### config.mk
export PLATFORM = sky130hd
export DESIGN_NAME = template_salt_expander_core
export DESIGN_NICKNAME = d
export VERILOG_FILES = /design/src/sv/tse_pkg.sv /design/src/sv/tse_ram.sv /design/src/sv/tse_mod.sv /design/src/sv/template_salt_expander_core.sv
export SDC_FILE = /design/constraint.sdc
export NUM_CORES = 2
export LEC_CHECK = 0
export BUFFER_PORTS_ARGS = -buffer_cell sky130_fd_sc_hd__buf_2
export CAP_MARGIN = 20
export CORE_MARGIN = 4
export CORE_UTILIZATION = 35
export CTS_BUF_LIST = sky130_fd_sc_hd__clkbuf_16
export DETAILED_ROUTE_END_ITERATION = 8
export PLACE_DENSITY = 0.59
export SYNTH_ARGS = -nofsm -noshare
export SYNTH_HDL_FRONTEND = slang
export SYNTH_SLANG_ARGS = --single-unit
### constraint.sdc
create_clock -name clk -period 12.7 [get_ports clk]
set_input_delay 0.635 -clock clk [delete_from_list [all_inputs] [get_ports clk]]
set_output_delay 0.635 -clock clk [all_outputs]
set_load 0.02 [all_outputs]
### src/sv/tse_pkg.sv
// Shared types and constants for the salt template expander.
// No dependencies.
`timescale 1ns / 1ps
package tse_pkg;
  typedef enum logic [2:0] {
    P_START, P_IN_GEN, P_SAW_FIRST, P_SAW_THROUGH, P_SAW_GEN, P_IN_COUNT, P_SAW_COUNT
  } pphase_t;
  typedef enum logic [1:0] {L_START, L_ESC, L_OCT} lphase_t;
  typedef enum logic [2:0] {T_EOF, T_OPEN, T_CLOSE, T_DASH, T_LBRACE, T_RBRACE, T_LIT} tok_t;
  typedef enum logic [3:0] {
    S_IDLE, S_LEX, S_PARSE, S_FILL, S_PICK_ADV, S_PICK_MOD, S_PICK_RD, S_PICK_WAIT,
    S_EMIT, S_FINISH
  } seq_t;
  localparam logic [1:0] KIND_CHAR  = 2'd0;
  localparam logic [1:0] KIND_DONE  = 2'd1;
  localparam logic [1:0] KIND_ERROR = 2'd2;
  localparam logic [2:0] ERR_NONE   = 3'd0;
  localparam logic [2:0] ERR_LIT    = 3'd1;
  localparam logic [2:0] ERR_END    = 3'd2;
  localparam logic [2:0] ERR_BACK   = 3'd3;
  localparam logic [2:0] ERR_DIGIT  = 3'd4;
  localparam logic [2:0] ERR_FULL   = 3'd5;
  localparam logic [31:0] LFSR_MASK = 32'h8020_0003;
  localparam logic [7:0] CH_OPEN = 8'h5B, CH_CLOSE = 8'h5D, CH_DASH = 8'h2D;
  localparam logic [7:0] CH_LBRACE = 8'h7B, CH_RBRACE = 8'h7D, CH_BSL = 8'h5C;
  localparam logic [7:0] CH_0 = 8'h30, CH_3 = 8'h33, CH_7 = 8'h37, CH_9 = 8'h39;
endpackage

### src/sv/tse_ram.sv
// Generic single-port-write, single-port-read RAM with registered read.
// No dependencies.
`timescale 1ns / 1ps
module tse_ram #(
  parameter int WIDTH = 8,
  parameter int DEPTH = 256
) (
  input  logic                     clk,
  input  logic                     we,
  input  logic [$clog2(DEPTH)-1:0] waddr,
  input  logic [WIDTH-1:0]         wdata,
  input  logic [$clog2(DEPTH)-1:0] raddr,
  output logic [WIDTH-1:0]         rdata
);
  logic [WIDTH-1:0] mem [DEPTH];
  always_ff @(posedge clk) begin
    if (we) mem[waddr] <= wdata;
    rdata <= mem[raddr];
  end
endmodule

### src/sv/tse_mod.sv
// Bit-serial 32-by-(up to 32)-bit modulo unit, one quotient bit per cycle.
// No dependencies.
`timescale 1ns / 1ps
module tse_mod #(
  parameter int DW = 13
) (
  input  logic          clk,
  input  logic          rst_n,
  input  logic          start,
  input  logic [31:0]   dividend,
  input  logic [DW-1:0] divisor,
  output logic          done,
  output logic [DW-1:0] remainder
);
  logic [DW:0]   rem_r, rem_nxt;
  logic [31:0]   num_r, num_nxt;
  logic [5:0]    cnt_r, cnt_nxt;
  logic          busy_r, busy_nxt;
  logic [DW:0]   shifted;
  always_comb begin
    rem_nxt = rem_r; num_nxt = num_r; cnt_nxt = cnt_r; busy_nxt = busy_r;
    shifted = {rem_r[DW-1:0], num_r[31]};
    done = busy_r && (cnt_r == 6'd0);
    if (start) begin
      rem_nxt = '0; num_nxt = dividend; cnt_nxt = 6'd32; busy_nxt = 1'b1;
    end else if (busy_r && cnt_r != 6'd0) begin
      rem_nxt = (shifted >= {1'b0, divisor}) ? shifted - {1'b0, divisor} : shifted;
      num_nxt = {num_r[30:0], 1'b0};
      cnt_nxt = cnt_r - 6'd1;
    end else if (done) begin
      busy_nxt = 1'b0;
    end
  end
  always_ff @(posedge clk) begin
    if (!rst_n) begin
      busy_r <= 1'b0; cnt_r <= '0;
    end else begin
      busy_r <= busy_nxt; cnt_r <= cnt_nxt;
    end
    rem_r <= rem_nxt; num_r <= num_nxt;
  end
  assign remainder = rem_r[DW-1:0];
endmodule

### src/sv/template_salt_expander_core.sv
// Top level of the salt template expander: lexer, parser sequencer, range store.
// Depends on tse_pkg, tse_ram and tse_mod.
`timescale 1ns / 1ps
// Usage:
//   in_valid/in_stall carry template beats (in_template_byte, in_end_of_template).
//   out_valid/out_stall carry result beats (salt byte, kind, error code, last flag).
//   cfg_we with cfg_wdata loads the pick LFSR seed (zero loads 1); write only when idle.
// Each input beat is processed by a sequencer; in_stall is high from the cycle after
// acceptance until the beat's last result is loaded into the output register.
// A plain byte passes through the lex, parse, finish and emit states while in_stall
// is high; each parser step that reuses the same token adds a parse state and an
// escape flushed by the next byte adds a lex and a parse state. A span a-b writes
// one store entry per cycle (up to RANGE_DEPTH entries). Each pick steps the LFSR,
// starts the bit-serial modulo unit, waits for its remainder and then takes the
// registered store read.
// One result is held behind the output register until the next one is produced or
// the beat ends; while out_stall keeps both full the sequencer waits. Reset
// (synchronous, rst_n low) returns the lexer and parser to start, clears the store
// length and loads the LFSR with 1. The range store has no reset; only written
// entries are ever read.
module template_salt_expander_core #(
  parameter int RANGE_DEPTH = 256,
  parameter int COUNT_MAX   = 62
) (
  input  logic       clk,
  input  logic       rst_n,
  input  logic       in_valid,
  output logic       in_stall,
  input  logic [7:0] in_template_byte,
  input  logic       in_end_of_template,
  output logic       out_valid,
  input  logic       out_stall,
  output logic [7:0] out_salt_byte,
  output logic [1:0] out_result_kind,
  output logic [2:0] out_error_code,
  output logic       out_last_of_run,
  input  logic       cfg_we,
  input  logic [31:0] cfg_wdata
);
  localparam int AW = $clog2(RANGE_DEPTH);
  localparam int LW = AW + 1;
  localparam logic [LW-1:0] DEPTH_L = LW'(RANGE_DEPTH);
  localparam logic [5:0] CMAX = 6'(COUNT_MAX);

  tse_pkg::seq_t    st_r, st_nxt;
  tse_pkg::pphase_t pp_r, pp_nxt;
  tse_pkg::lphase_t lp_r, lp_nxt;
  logic [7:0]    c_r, c_nxt, oct_r, oct_nxt, first_r, first_nxt, val_r, val_nxt;
  logic [1:0]    ocnt_r, ocnt_nxt;
  tse_pkg::tok_t tok_r, tok_nxt;
  logic [5:0]    rep_r, rep_nxt;
  logic [LW-1:0] len_r, len_nxt;
  logic [8:0]    span_r, span_nxt;
  logic [31:0]   lfsr_r, lfsr_nxt;
  logic          disc_r, disc_nxt, halted_r, halted_nxt;
  logic          relex_r, relex_nxt;
  logic          ov_r, ov_nxt, ol_r, ol_nxt;
  logic [7:0]    ob_r, ob_nxt;
  logic [1:0]    ok_r, ok_nxt;
  logic [2:0]    oe_r, oe_nxt;
  logic          pend_r, pend_nxt;
  logic [7:0]    pb_r, pb_nxt;
  logic [1:0]    pk_r, pk_nxt;
  logic [2:0]    pe_r, pe_nxt;
  logic          we;
  logic [AW-1:0] waddr, raddr;
  logic [7:0]    wdata, rdata;
  logic          mstart, mdone;
  logic [LW-1:0] mrem;
  tse_pkg::seq_t ret;

  tse_ram #(.WIDTH(8), .DEPTH(RANGE_DEPTH)) u_ram (
    .clk(clk), .we(we), .waddr(waddr), .wdata(wdata), .raddr(raddr), .rdata(rdata));
  tse_mod #(.DW(LW)) u_mod (
    .clk(clk), .rst_n(rst_n), .start(mstart), .dividend(lfsr_r), .divisor(len_r),
    .done(mdone), .remainder(mrem));

  assign in_stall = (st_r != tse_pkg::S_IDLE);
  assign out_valid = ov_r;
  assign out_salt_byte = ob_r;
  assign out_result_kind = ok_r;
  assign out_error_code = oe_r;
  assign out_last_of_run = ol_r;

  always_comb begin
    logic pushed;
    logic [9:0] r10;
    logic [8:0] span_w;
    st_nxt = st_r; pp_nxt = pp_r; lp_nxt = lp_r; c_nxt = c_r; oct_nxt = oct_r;
    first_nxt = first_r; val_nxt = val_r; ocnt_nxt = ocnt_r; tok_nxt = tok_r;
    rep_nxt = rep_r; len_nxt = len_r; span_nxt = span_r; lfsr_nxt = lfsr_r;
    disc_nxt = disc_r; halted_nxt = halted_r; relex_nxt = relex_r;
    ov_nxt = ov_r; ol_nxt = ol_r; ob_nxt = ob_r; ok_nxt = ok_r; oe_nxt = oe_r;
    pend_nxt = pend_r; pb_nxt = pb_r; pk_nxt = pk_r; pe_nxt = pe_r;
    we = 1'b0; waddr = len_r[AW-1:0]; wdata = first_r; raddr = mrem[AW-1:0];
    mstart = 1'b0; pushed = 1'b0; r10 = '0; ret = tse_pkg::S_PARSE;
    span_w = {1'b0, val_r - first_r} + 9'd1;
    if (ov_r && !out_stall) ov_nxt = 1'b0;
    if (cfg_we) lfsr_nxt = (cfg_wdata == 32'd0) ? 32'd1 : cfg_wdata;
    unique case (st_r)
      tse_pkg::S_IDLE: begin
        if (in_valid) begin
          c_nxt = in_end_of_template ? 8'd0 : in_template_byte;
          halted_nxt = 1'b0;
          if (disc_r) begin
            if (c_nxt == 8'd0) begin
              disc_nxt = 1'b0; pp_nxt = tse_pkg::P_START; lp_nxt = tse_pkg::L_START;
            end
          end else st_nxt = tse_pkg::S_LEX;
        end
      end
      tse_pkg::S_LEX: begin
        st_nxt = tse_pkg::S_FINISH;
        relex_nxt = 1'b0;
        if (!halted_r) begin
          unique case (lp_r)
            tse_pkg::L_ESC: begin
              lp_nxt = tse_pkg::L_START;
              if (c_r == 8'd0) begin
                tok_nxt = tse_pkg::T_LIT; val_nxt = tse_pkg::CH_BSL; relex_nxt = 1'b1;
                st_nxt = tse_pkg::S_PARSE;
              end else if (c_r >= tse_pkg::CH_0 && c_r <= tse_pkg::CH_3) begin
                oct_nxt = c_r - tse_pkg::CH_0; ocnt_nxt = 2'd1; lp_nxt = tse_pkg::L_OCT;
              end else begin
                tok_nxt = tse_pkg::T_LIT; val_nxt = c_r; st_nxt = tse_pkg::S_PARSE;
              end
            end
            tse_pkg::L_OCT: begin
              if (c_r >= tse_pkg::CH_0 && c_r <= tse_pkg::CH_7 && ocnt_r != 2'd3) begin
                oct_nxt = {oct_r[4:0], 3'b000} + (c_r - tse_pkg::CH_0);
                ocnt_nxt = ocnt_r + 2'd1;
              end else begin
                lp_nxt = tse_pkg::L_START; tok_nxt = tse_pkg::T_LIT; val_nxt = oct_r;
                relex_nxt = 1'b1; st_nxt = tse_pkg::S_PARSE;
              end
            end
            default: begin
              lp_nxt = tse_pkg::L_START; val_nxt = c_r; st_nxt = tse_pkg::S_PARSE;
              priority if (c_r == 8'd0) tok_nxt = tse_pkg::T_EOF;
              else if (c_r == tse_pkg::CH_BSL) begin
                lp_nxt = tse_pkg::L_ESC; st_nxt = tse_pkg::S_FINISH;
              end
              else if (c_r == tse_pkg::CH_OPEN) tok_nxt = tse_pkg::T_OPEN;
              else if (c_r == tse_pkg::CH_CLOSE) tok_nxt = tse_pkg::T_CLOSE;
              else if (c_r == tse_pkg::CH_DASH) tok_nxt = tse_pkg::T_DASH;
              else if (c_r == tse_pkg::CH_LBRACE) tok_nxt = tse_pkg::T_LBRACE;
              else if (c_r == tse_pkg::CH_RBRACE) tok_nxt = tse_pkg::T_RBRACE;
              else tok_nxt = tse_pkg::T_LIT;
            end
          endcase
        end
      end
      tse_pkg::S_PARSE: begin
        if (!pend_r || !ov_nxt) begin
          ret = relex_r ? tse_pkg::S_LEX : tse_pkg::S_FINISH;
          st_nxt = ret;
          unique case (pp_r)
            tse_pkg::P_START: begin
              if (tok_r == tse_pkg::T_EOF) begin
                pushed = 1'b1; pb_nxt = 8'd0; pk_nxt = tse_pkg::KIND_DONE;
                pe_nxt = tse_pkg::ERR_NONE;
              end else if (tok_r == tse_pkg::T_OPEN) begin
                len_nxt = '0; pp_nxt = tse_pkg::P_IN_GEN;
              end else begin
                pushed = 1'b1; pb_nxt = val_r; pk_nxt = tse_pkg::KIND_CHAR;
                pe_nxt = tse_pkg::ERR_NONE;
              end
            end
            tse_pkg::P_IN_GEN: begin
              if (tok_r == tse_pkg::T_CLOSE) pp_nxt = tse_pkg::P_SAW_GEN;
              else if (tok_r == tse_pkg::T_EOF) begin
                pushed = 1'b1; pb_nxt = 8'd0; pk_nxt = tse_pkg::KIND_ERROR;
                pe_nxt = tse_pkg::ERR_LIT;
              end else begin
                first_nxt = val_r; pp_nxt = tse_pkg::P_SAW_FIRST;
              end
            end
            tse_pkg::P_SAW_FIRST: begin
              if (tok_r == tse_pkg::T_DASH) pp_nxt = tse_pkg::P_SAW_THROUGH;
              else if (len_r >= DEPTH_L) begin
                pushed = 1'b1; pb_nxt = 8'd0; pk_nxt = tse_pkg::KIND_ERROR;
                pe_nxt = tse_pkg::ERR_FULL;
              end else begin
                we = 1'b1; len_nxt = len_r + 1'b1; pp_nxt = tse_pkg::P_IN_GEN;
                st_nxt = tse_pkg::S_PARSE;
              end
            end
            tse_pkg::P_SAW_THROUGH: begin
              if (tok_r == tse_pkg::T_EOF || tok_r == tse_pkg::T_CLOSE) begin
                pushed = 1'b1; pb_nxt = 8'd0; pk_nxt = tse_pkg::KIND_ERROR;
                pe_nxt = tse_pkg::ERR_END;
              end else if (val_r < first_r) begin
                pushed = 1'b1; pb_nxt = 8'd0; pk_nxt = tse_pkg::KIND_ERROR;
                pe_nxt = tse_pkg::ERR_BACK;
              end else if (32'(span_w) > 32'(DEPTH_L - len_r)) begin
                pushed = 1'b1; pb_nxt = 8'd0; pk_nxt = tse_pkg::KIND_ERROR;
                pe_nxt = tse_pkg::ERR_FULL;
              end else begin
                span_nxt = span_w; st_nxt = tse_pkg::S_FILL;
              end
            end
            tse_pkg::P_SAW_GEN: begin
              if (tok_r == tse_pkg::T_LBRACE) begin
                rep_nxt = '0; pp_nxt = tse_pkg::P_IN_COUNT;
              end else begin
                rep_nxt = 6'd1; pp_nxt = tse_pkg::P_SAW_COUNT; st_nxt = tse_pkg::S_PARSE;
              end
            end
            tse_pkg::P_IN_COUNT: begin
              if (tok_r == tse_pkg::T_RBRACE) pp_nxt = tse_pkg::P_SAW_COUNT;
              else if (tok_r == tse_pkg::T_LIT && val_r >= tse_pkg::CH_0 &&
                       val_r <= tse_pkg::CH_9) begin
                r10 = {1'b0, rep_r, 3'b000} + {3'b000, rep_r, 1'b0} +
                      10'(val_r - tse_pkg::CH_0);
                rep_nxt = (r10 > {4'b0000, CMAX}) ? CMAX : r10[5:0];
              end else begin
                pushed = 1'b1; pb_nxt = 8'd0; pk_nxt = tse_pkg::KIND_ERROR;
                pe_nxt = tse_pkg::ERR_DIGIT;
              end
            end
            tse_pkg::P_SAW_COUNT: begin
              st_nxt = tse_pkg::S_PARSE;
              if (len_r != '0 && rep_r != '0) st_nxt = tse_pkg::S_PICK_ADV;
              else pp_nxt = tse_pkg::P_START;
            end
            default: begin
              pp_nxt = tse_pkg::P_START; st_nxt = tse_pkg::S_PARSE;
            end
          endcase
          if (pushed) begin
            pend_nxt = 1'b1;
            if (pk_nxt == tse_pkg::KIND_ERROR) begin
              halted_nxt = 1'b1; disc_nxt = 1'b1; pp_nxt = tse_pkg::P_START;
              lp_nxt = tse_pkg::L_START; st_nxt = tse_pkg::S_FINISH;
            end
          end
        end
      end
      tse_pkg::S_FILL: begin
        we = 1'b1; wdata = first_r; len_nxt = len_r + 1'b1;
        first_nxt = first_r + 8'd1; span_nxt = span_r - 9'd1;
        if (span_r == 9'd1) begin
          pp_nxt = tse_pkg::P_IN_GEN;
          st_nxt = relex_r ? tse_pkg::S_LEX : tse_pkg::S_FINISH;
        end
      end
      tse_pkg::S_PICK_ADV: begin
        lfsr_nxt = {1'b0, lfsr_r[31:1]} ^ (lfsr_r[0] ? tse_pkg::LFSR_MASK : 32'd0);
        st_nxt = tse_pkg::S_PICK_MOD;
      end
      tse_pkg::S_PICK_MOD: begin
        mstart = 1'b1; st_nxt = tse_pkg::S_PICK_RD;
      end
      tse_pkg::S_PICK_RD: if (mdone) st_nxt = tse_pkg::S_PICK_WAIT;
      tse_pkg::S_PICK_WAIT: begin
        if (!pend_r || !ov_nxt) begin
          pushed = 1'b1;
          pend_nxt = 1'b1; pb_nxt = rdata; pk_nxt = tse_pkg::KIND_CHAR;
          pe_nxt = tse_pkg::ERR_NONE; rep_nxt = rep_r - 6'd1;
          if (rep_r == 6'd1) begin
            pp_nxt = tse_pkg::P_START; st_nxt = tse_pkg::S_PARSE;
          end else st_nxt = tse_pkg::S_PICK_ADV;
        end
      end
      tse_pkg::S_FINISH: begin
        if (c_r == 8'd0) begin
          pp_nxt = tse_pkg::P_START; lp_nxt = tse_pkg::L_START; disc_nxt = 1'b0;
        end
        st_nxt = tse_pkg::S_EMIT;
      end
      tse_pkg::S_EMIT: begin
        if (!pend_r || !ov_nxt) st_nxt = tse_pkg::S_IDLE;
      end
      default: st_nxt = tse_pkg::S_IDLE;
    endcase
    // release the held result when the next one arrives; the final one carries last
    if (pend_r && !ov_nxt && (pushed || st_r == tse_pkg::S_EMIT)) begin
      ov_nxt = 1'b1; ob_nxt = pb_r; ok_nxt = pk_r; oe_nxt = pe_r;
      ol_nxt = (st_r == tse_pkg::S_EMIT);
      if (!pushed) pend_nxt = 1'b0;
    end
  end

  always_ff @(posedge clk) begin
    if (!rst_n) begin
      st_r <= tse_pkg::S_IDLE; pp_r <= tse_pkg::P_START; lp_r <= tse_pkg::L_START;
      len_r <= '0; lfsr_r <= 32'd1; disc_r <= 1'b0; halted_r <= 1'b0;
      ov_r <= 1'b0; pend_r <= 1'b0; relex_r <= 1'b0; rep_r <= '0;
      oct_r <= '0; ocnt_r <= '0; first_r <= '0;
    end else begin
      st_r <= st_nxt; pp_r <= pp_nxt; lp_r <= lp_nxt; len_r <= len_nxt;
      lfsr_r <= lfsr_nxt; disc_r <= disc_nxt; halted_r <= halted_nxt;
      ov_r <= ov_nxt; pend_r <= pend_nxt; relex_r <= relex_nxt; rep_r <= rep_nxt;
      oct_r <= oct_nxt; ocnt_r <= ocnt_nxt; first_r <= first_nxt;
    end
    c_r <= c_nxt; val_r <= val_nxt; tok_r <= tok_nxt; span_r <= span_nxt;
    ob_r <= ob_nxt; ok_r <= ok_nxt; oe_r <= oe_nxt; ol_r <= ol_nxt;
    pb_r <= pb_nxt; pk_r <= pk_nxt; pe_r <= pe_nxt;
  end
endmodule

After elaboration in Yosys (flattened, before gate mapping)
Memory sizes are Yosys's and may differ from the RTL's. A register that Yosys moved wholly into a read port is not among the register bits.
Index checks and enable logic that the tools add are counted.
{"block": "word_totals", "register_bits": 182, "mem_count": 1, "out_inout_bits": 16, "input_bits": 46, "ramBits": 2048, "elab_cells": 411}
{"block": "classes", "mux": 219, "eq_ne": 77, "n_reduce_logical": 56, "n_lt_le_gt_ge": 10, "n_addsub": 15, "bitwise": 3}
{"memory": "u_ram.mem", "depth": 256, "word_bits": 8, "rd": 1, "rd_ports_with_merged_regs": 1, "wr": 1, "line": "tse_ram.sv:15", "rtl": "logic [WIDTH-1:0] mem [DEPTH];"}
{"op": "32-bit 2-to-1 mux", "count": 6}
{"op": "8-bit 2-to-1 mux", "count": 24}
{"op": "3-bit 2-to-1 mux", "count": 41}
{"op": "9-bit 2-to-1 mux", "count": 11}
{"op": "4-bit 2-to-1 mux", "count": 22}
{"op": "2-bit 2-to-1 mux", "count": 32}
{"op": "8-bit case mux with 2 select lines", "count": 4}
{"op": "9-bit case mux with 2 select lines", "count": 3}
{"op": "2-bit inequality test, second input constant", "count": 25}
{"op": "1-bit 2-to-1 mux", "count": 46}
{"op": "6-bit 2-to-1 mux", "count": 7}
{"op": "8-bit by 7-bit == test with 1-bit output, second input constant", "count": 5}
{"op": "4-bit case mux with 10 select lines", "count": 1}
{"op": "8-bit case mux with 5 select lines", "count": 1}
{"op": "3-bit inequality test, second input constant", "count": 12}
{"op": "9-bit by 32-bit greater-than comparator with 1-bit output", "count": 1}
{"op": "32-bit logical NOT", "count": 1}
{"op": "31-bit by 32-bit XOR with 32-bit output", "count": 1}
{"op": "3-bit case mux with 5 select lines", "count": 2}
{"op": "8-bit by 6-bit less-or-equal comparator with 1-bit output, second input constant", "count": 3}
{"op": "6-bit case mux with 2 select lines", "count": 2}
{"op": "6-bit AND reduction", "count": 4}
{"op": "3-bit case mux with 7 select lines", "count": 1}
{"op": "4-bit case mux with 5 select lines", "count": 1}
{"op": "other kinds (69)", "count": 124}

Logic depth before layout (Yosys ltp)
{"block": "depth", "ltp_word": 14, "ltp_mapped": 19, "ltp_nobuf": 19}

Modules after synthesis
A second synthesis with hierarchy kept.
{"block": "unflattened", "hier_cells": 4927, "hier_area_um2": 90910.9}
{"mod": "tse_ram", "area_each_um2": 79553.8, "seq_area_each_um2": 61659.1, "instances": 1, "cells_per_inst": 3717}
{"mod": "template_salt_expander_core", "area_each_um2": 8838.5, "seq_area_each_um2": 3233.1, "instances": 1, "cells_per_inst": 1000}
{"mod": "tse_mod", "area_each_um2": 2518.7, "seq_area_each_um2": 1281.2, "instances": 1, "cells_per_inst": 210}

Least setup slack after synthesis
No wires, ideal clock.
{"block": "synth_path", "path_kind": "reg2reg", "startpoint": "register first_r[1]", "endpoint": "register oe_r[0] (netlist: out_error_code[0]), enable pin", "stages_incl_launch_ff": 18, "n_path_buf": 0, "setup_ps": 355, "t_arrival_ps": 8029, "synth_period_minus_slack_ps": 8384, "required_ps": 12345, "slack_ps": 4316, "cell_sequence": "dfxtp_1 > inv_1 > ha_1 > nor2b_1 > o31a_1 > o31ai_1 > a21boi_0 > nand3_1 > or3b_2 > nand2_1 > ha_1 > and3_1 > nand3_1 > a21oi_1 > o221ai_1 > a21bo_2 > a21oi_1 > o211a_1"}
{"block": "synth_between", "elab_chain_len": 13, "elab_cells_between_ends": 14, "cone_classes": "add/sub: 2; order compare: 2; mux: 8; reduce/logical: 2"}
{"element": "start, declared", "line": "template_salt_expander_core.sv:48", "rtl": "logic [7:0] c_r, c_nxt, oct_r, oct_nxt, first_r, first_nxt, val_r, val_nxt;"}
{"element": "start signal, assigned", "line": "template_salt_expander_core.sv:294", "rtl": "oct_r <= oct_nxt; ocnt_r <= ocnt_nxt; first_r <= first_nxt;"}
{"element": "8-bit subtractor", "line": "template_salt_expander_core.sv:97", "rtl": "span_w = {1'b0, val_r - first_r} + 9'd1;"}
{"element": "8-bit by 1-bit adder with 9-bit output", "line": "template_salt_expander_core.sv:97"}
{"element": "9-bit by 32-bit greater-than comparator with 1-bit output", "line": "template_salt_expander_core.sv:195", "rtl": "end else if (32'(span_w) > 32'(DEPTH_L - len_r)) begin"}
{"element": "1-bit 2-to-1 mux", "line": "template_salt_expander_core.sv:195"}
{"element": "1-bit 2-to-1 mux *", "line": "template_salt_expander_core.sv:192", "rtl": "end else if (val_r < first_r) begin"}
{"element": "1-bit 2-to-1 mux *", "line": "template_salt_expander_core.sv:189", "rtl": "if (tok_r == tse_pkg::T_EOF || tok_r == tse_pkg::T_CLOSE) begin"}
{"element": "1-bit case mux with 5 select lines *", "line": "template_salt_expander_core.sv:157", "rtl": "unique case (pp_r)"}
{"element": "1-bit 2-to-1 mux *", "line": "template_salt_expander_core.sv:154", "rtl": "if (!pend_r || !ov_nxt) begin"}
{"element": "1-bit 2-to-1 mux *", "line": "template_salt_expander_core.sv:100", "rtl": "unique case (st_r)"}
{"element": "1-bit 2-to-1 mux *", "line": "template_salt_expander_core.sv:154"}
{"element": "1-bit case mux with 2 select lines *", "line": "template_salt_expander_core.sv:100"}
{"element": "1-bit logical OR *", "line": "template_salt_expander_core.sv:277", "rtl": "if (pend_r && !ov_nxt && (pushed || st_r == tse_pkg::S_EMIT)) begin"}
{"element": "1-bit logical AND *", "line": "template_salt_expander_core.sv:277"}
{"element": "end signal, assigned", "line": "template_salt_expander_core.sv:297", "rtl": "ob_r <= ob_nxt; ok_r <= ok_nxt; oe_r <= oe_nxt; ol_r <= ol_nxt;"}
{"element": "end, declared", "line": "template_salt_expander_core.sv:60", "rtl": "logic [2:0] oe_r, oe_nxt;"}
Every way passes the cells marked *; elsewhere a longest branch is shown, timed or not. The select of a mux whose other input is x is not followed.
A chain may end at the register's enable or synchronous reset.

Final worst setup path
{"block": "layout_path", "startpoint": "register len_r[0]", "endpoint": "memory u_ram.mem[244][6], enable pin"}
{"block": "layout_between", "elab_chain_len": 8}
{"element": "start, declared", "line": "template_salt_expander_core.sv:52", "rtl": "logic [LW-1:0] len_r, len_nxt;"}
{"element": "start signal, assigned", "line": "template_salt_expander_core.sv:291", "rtl": "st_r <= st_nxt; pp_r <= pp_nxt; lp_r <= lp_nxt; len_r <= len_nxt;"}
{"element": "9-bit greater-or-equal comparator", "line": "template_salt_expander_core.sv:180", "rtl": "else if (len_r >= DEPTH_L) begin"}
{"element": "1-bit 2-to-1 mux", "line": "template_salt_expander_core.sv:180"}
{"element": "1-bit 2-to-1 mux", "line": "template_salt_expander_core.sv:179", "rtl": "if (tok_r == tse_pkg::T_DASH) pp_nxt = tse_pkg::P_SAW_THROUGH;"}
{"element": "1-bit 2-to-1 mux", "line": "template_salt_expander_core.sv:157"}
{"element": "1-bit 2-to-1 mux", "line": "template_salt_expander_core.sv:154"}
{"element": "1-bit case mux with 2 select lines", "line": "template_salt_expander_core.sv:100"}
{"element": "1-bit 2-to-1 mux", "line": "tse_ram.sv:17", "rtl": "if (we) mem[waddr] <= wdata;"}
{"element": "1-bit 2-to-1 mux (not written as such)", "line": "tse_ram.sv:17"}
{"element": "end, declared", "line": "tse_ram.sv:15"}
Several ways; a longest one is shown, not always the timed one.

==> flow_metrics.env <==
export IMPL_outcome="finished, final reports clean"
export IMPL_synth_top_cell_by_area="edfxtp_1"
export IMPL_coreArea_mm2=0.257
export IMPL_synth_top_area_share_pct=71.0
export IMPL_cp_buffers_inverters=1
export IMPL_slew_violations=0
export IMPL_wl_met1_um=93400
export IMPL_netlist_area_mm2=0.0903
export IMPL_p_seq_share_pct=54.8
export IMPL_fp_dieW_um=516
export IMPL_synth_area_leaders="edfxtp_1 71%, mux4_2 13%, dfxtp_1 2.3%"
export IMPL_final_setup_tns_ps=0
export IMPL_post_synth_and_or_nand_nor_area_fraction_pct=4.41
export IMPL_tightest_slew_ps=1490
export IMPL_area_delta_synth_final_pct=11.8
export IMPL_finish_instance_area_mm2=0.101
export IMPL_synth_mux_area_fraction_pct=14.6
export IMPL_hold_slack_ps=76.7
export IMPL_p_int_w=0.0119
export IMPL_rsz0062_at_grt="false"
export IMPL_grt_pass1_wl_um=325000
export IMPL_synth_most_common_cell="edfxtp_1"
export IMPL_wl_um=221000
export IMPL_drv_cap=0
export IMPL_nFillCells=22900
export IMPL_grt_pass1_vias=46500
export IMPL_grt_ovfl_total=0
export IMPL_cts_resized=0
export IMPL_regArea_mm2=0.0662
export IMPL_synth_compound_area_share_pct=4.50
export IMPL_initial_core_util_pct=35.2
export IMPL_layout_drive_gt1_share_pct=20.1
export IMPL_cts_buffers=219
export IMPL_multi_input_area_mm2=0.0226
export IMPL_holdPathStages=3
export IMPL_cpMostUsedCell="o21ai_4"
export IMPL_place_hpwl_um=132000
export IMPL_irDropWorstVdd_uv=166
export IMPL_powerDensity_mw_per_mm2=153
export IMPL_swShare_pct=22.7
export IMPL_r2r_worst_path_cells=9
export IMPL_vias=45900
export IMPL_period_minus_slack_ps=5700
export IMPL_via_per_inst=5.45
export IMPL_cellLeakagePower_nw=29.8
export IMPL_clock_sinks=2238
export IMPL_finalNetCount=4991
export IMPL_wl_met2_um=107000
export IMPL_cpPeakStageDelay_ps=1100
export IMPL_netlist_instances=4801
export IMPL_worst_ep_required_time_ps=13160
export IMPL_initialDrtViolationCount=4808
export IMPL_synth_flop_cell="edfxtp_1"
export IMPL_cp_start_kind="flop"
export IMPL_async_reset_ff_share_pct=0
export IMPL_worst_path_stages=9
export IMPL_die_area_mm2=0.266
export IMPL_synth_edf_count=2135
export IMPL_cts_tree="yes"
export IMPL_first_pass_iters=6
export IMPL_grt_start_max_net_pins=237
export IMPL_htreeDepth=4
export IMPL_cts_buffer_depth=3
export IMPL_clk_latency_ps=860
export IMPL_crit_family="simple AND/OR/NAND/NOR gates"
export IMPL_die_y_um=516
export IMPL_synth_top_cells_by_count="2135 x edfxtp_1, 512 x mux4_2, 403 x nor2_1, 167 x clkbuf_1, 127 x mux2i_1"
export IMPL_p_sw_w=0.00349
export IMPL_synth_top_family_by_area="multiplexers"
export IMPL_worst_setup_path_end_kind="flop"
export IMPL_drc=0
export IMPL_fin_skew_ps=32.6
export IMPL_placed_area_mm2=0.0942
export IMPL_fmax_mhz=175
export IMPL_wl_met3_um=14400
export IMPL_rows=186
export IMPL_p_comb_share_pct=6.3
export IMPL_synth_avg_cell_area_um2=18.8
export IMPL_gr_usage_all_layers_pct=16.4
export IMPL_drtAntennaViolNets=0
export IMPL_clk_pin_slew_ps=60
export IMPL_hold_viol=0
export IMPL_synth_xor_area_share_pct=0.437
export IMPL_setup_viol=0
export IMPL_holdCritPathClass="primary input to flop"
export IMPL_synthAdderAreaFrac_pct=1.06
export IMPL_io_pin_count=62
export IMPL_place_port_buffers=61
export IMPL_yosys_register_bits=2238
export IMPL_ys_warnings_count=0
export IMPL_fin_crit_sh_pct=44.9
export IMPL_ys_types=81
export IMPL_gp_congestion=0.833
export IMPL_p_clk_share_pct=39.0
export IMPL_slowest_stage="nand3_2"
export IMPL_antenna_found_initial=6
export IMPL_path_cells="inv_1 > ha_1 > or3b_2 > o21ai_4 > and3_1 > nand2_2 > o21ai_4 > nand3_2 > nor2_1"
export IMPL_path_class="flop to flop"
export IMPL_highest_layer="met5"
export IMPL_synth_net_count=4919
export IMPL_clockRootBuffer="clkbuf_16"
export IMPL_ys_seq_area_share_pct=73.3
export IMPL_critPathArrivalTime_ps=6160
export IMPL_critPathMaxFanout=19
export IMPL_timing_slew_headroom_pct=0.467
export IMPL_wl_per_cell_um=26.2
## flip-flops by register name (all words and copies together) (netlist names), 4 cells and up
register,flops
oct_r,8
first_r,8
st_r,4
u_ram.mem,2048
len_r,9
rep_r,6
u_mod.num_r,32
u_mod.cnt_r,6
span_r,9
out_salt_byte,8
val_r,8
u_mod.rem_r,9
u_ram.rdata,8
lfsr_r,32
pb_r,8
c_r,8
## kinds of logic (layout without fill, tap and decap cells)
kind of cell,after synthesis,in the layout
other,0,4
and+or+nand+nor,841,841
AOI/OAI and AO/OA,578,578
xor gates and xnor gates,45,45
muxes,674,674
adders and majority gates,72,72
DFF,2238,2238
buffers and inverters,353,593
## metal layers
metal | GRT usage, % | up-vias
met5 | 0 | -
met4 | 4.74 | 2
met3 | 3.08 | 341
met2 | 26.6 | 1542
met1 | 22.6 | 24200
li1 | - | 19800
## cell usage in the layout (no fill, tap or decap), drive strengths merged, types with 9 or more instances in the layout
| cell type | netlist | final |
|---|---|---|
| edfxtp | 2135 | 2135 |
| mux4 | 512 | 512 |
| nor2 | 403 | 403 |
| clkbuf | 168 | 222 |
| buf | 117 | 131 |
| mux2i | 127 | 127 |
| a21oi | 126 | 126 |
| nand2 | 124 | 124 |
| inv | 68 | 122 |
| dfxtp | 103 | 103 |
| clkinv | 0 | 100 |
| a22oi | 85 | 85 |
| nand3 | 81 | 81 |
| o21ai | 72 | 72 |
| ha | 64 | 64 |
| a221oi | 42 | 42 |
| o221ai | 39 | 39 |
| nor3 | 36 | 36 |
| mux2 | 35 | 35 |
| nor2b | 34 | 34 |
| a211oi | 32 | 32 |
| a22o | 31 | 31 |
| nor3b | 31 | 31 |
| xnor2 | 27 | 27 |
| nor4 | 25 | 25 |
| nand2b | 23 | 23 |
| nand4 | 23 | 23 |
| o22ai | 19 | 19 |
| xor2 | 18 | 18 |
| a31oi | 18 | 18 |
| a21o | 14 | 14 |
| and3 | 14 | 14 |
| o21a | 12 | 12 |
| or2 | 11 | 11 |
| o211ai | 10 | 10 |
| a211o | 9 | 9 |
| and2 | 9 | 9 |
## worst min-delay path: stages
cell and delay (ps):
buf_2 100, a221oi_1 70, nor2_1 70
## final cells by class
cell class	count	area share (%)
Sequential cell	2238	65.6
Multi-Input combinational cell	2210	22.4
Clock buffer	222	5.51
Tap cell	3384	4.20
Timing Repair Buffer	136	1.02
Clock inverter	167	0.975
Inverter	68	0.253
Antenna cell	4	0.00992
## power by group through the flow
stage / logic (W) / registers, W / clock network [W]
global route: 0.00107 / 0.00844 / 0.00643
floorplan: 0.000581 / 0.00863 / 0
global placement: 0.000949 / 0.00858 / 0
detailed placement: 0.000959 / 0.00859 / 0
finish: 0.000967 / 0.00843 / 0.00600
CTS: 0.000964 / 0.00843 / 0.00612
## timing repair
action                                 4_1_cts  5_1_grt
hold buffers                                 5        0
setup buffers                                0        0
endpoints found under the hold margin        5        0
## worst paths after layout
kind                                    start           endpoint  slack (ps)
worst max-delay path                 len_r[0]  u_ram.mem[244][6]        7000
worst max register to register       len_r[0]  u_ram.mem[244][6]        7000
worst min register to register        pb_r[0]   out_salt_byte[0]         420
worst min-delay path            cfg_wdata[11]         lfsr_r[11]          80
## through the flow
stage                     total power (W)  cells  worst slack (ps)  utilization (%)
final                              0.0154   8429              7000             39.3
after global routing               0.0159   8427              6610             39.3
after CTS                          0.0155   8420              6390             39.3
after detailed placement          0.00954   8026              6460             36.7
after global placement            0.00953   8025              6490             36.7
after floorplan                   0.00921   4801              4320                -
No activity file was read; power rests on OpenSTA's default activity.
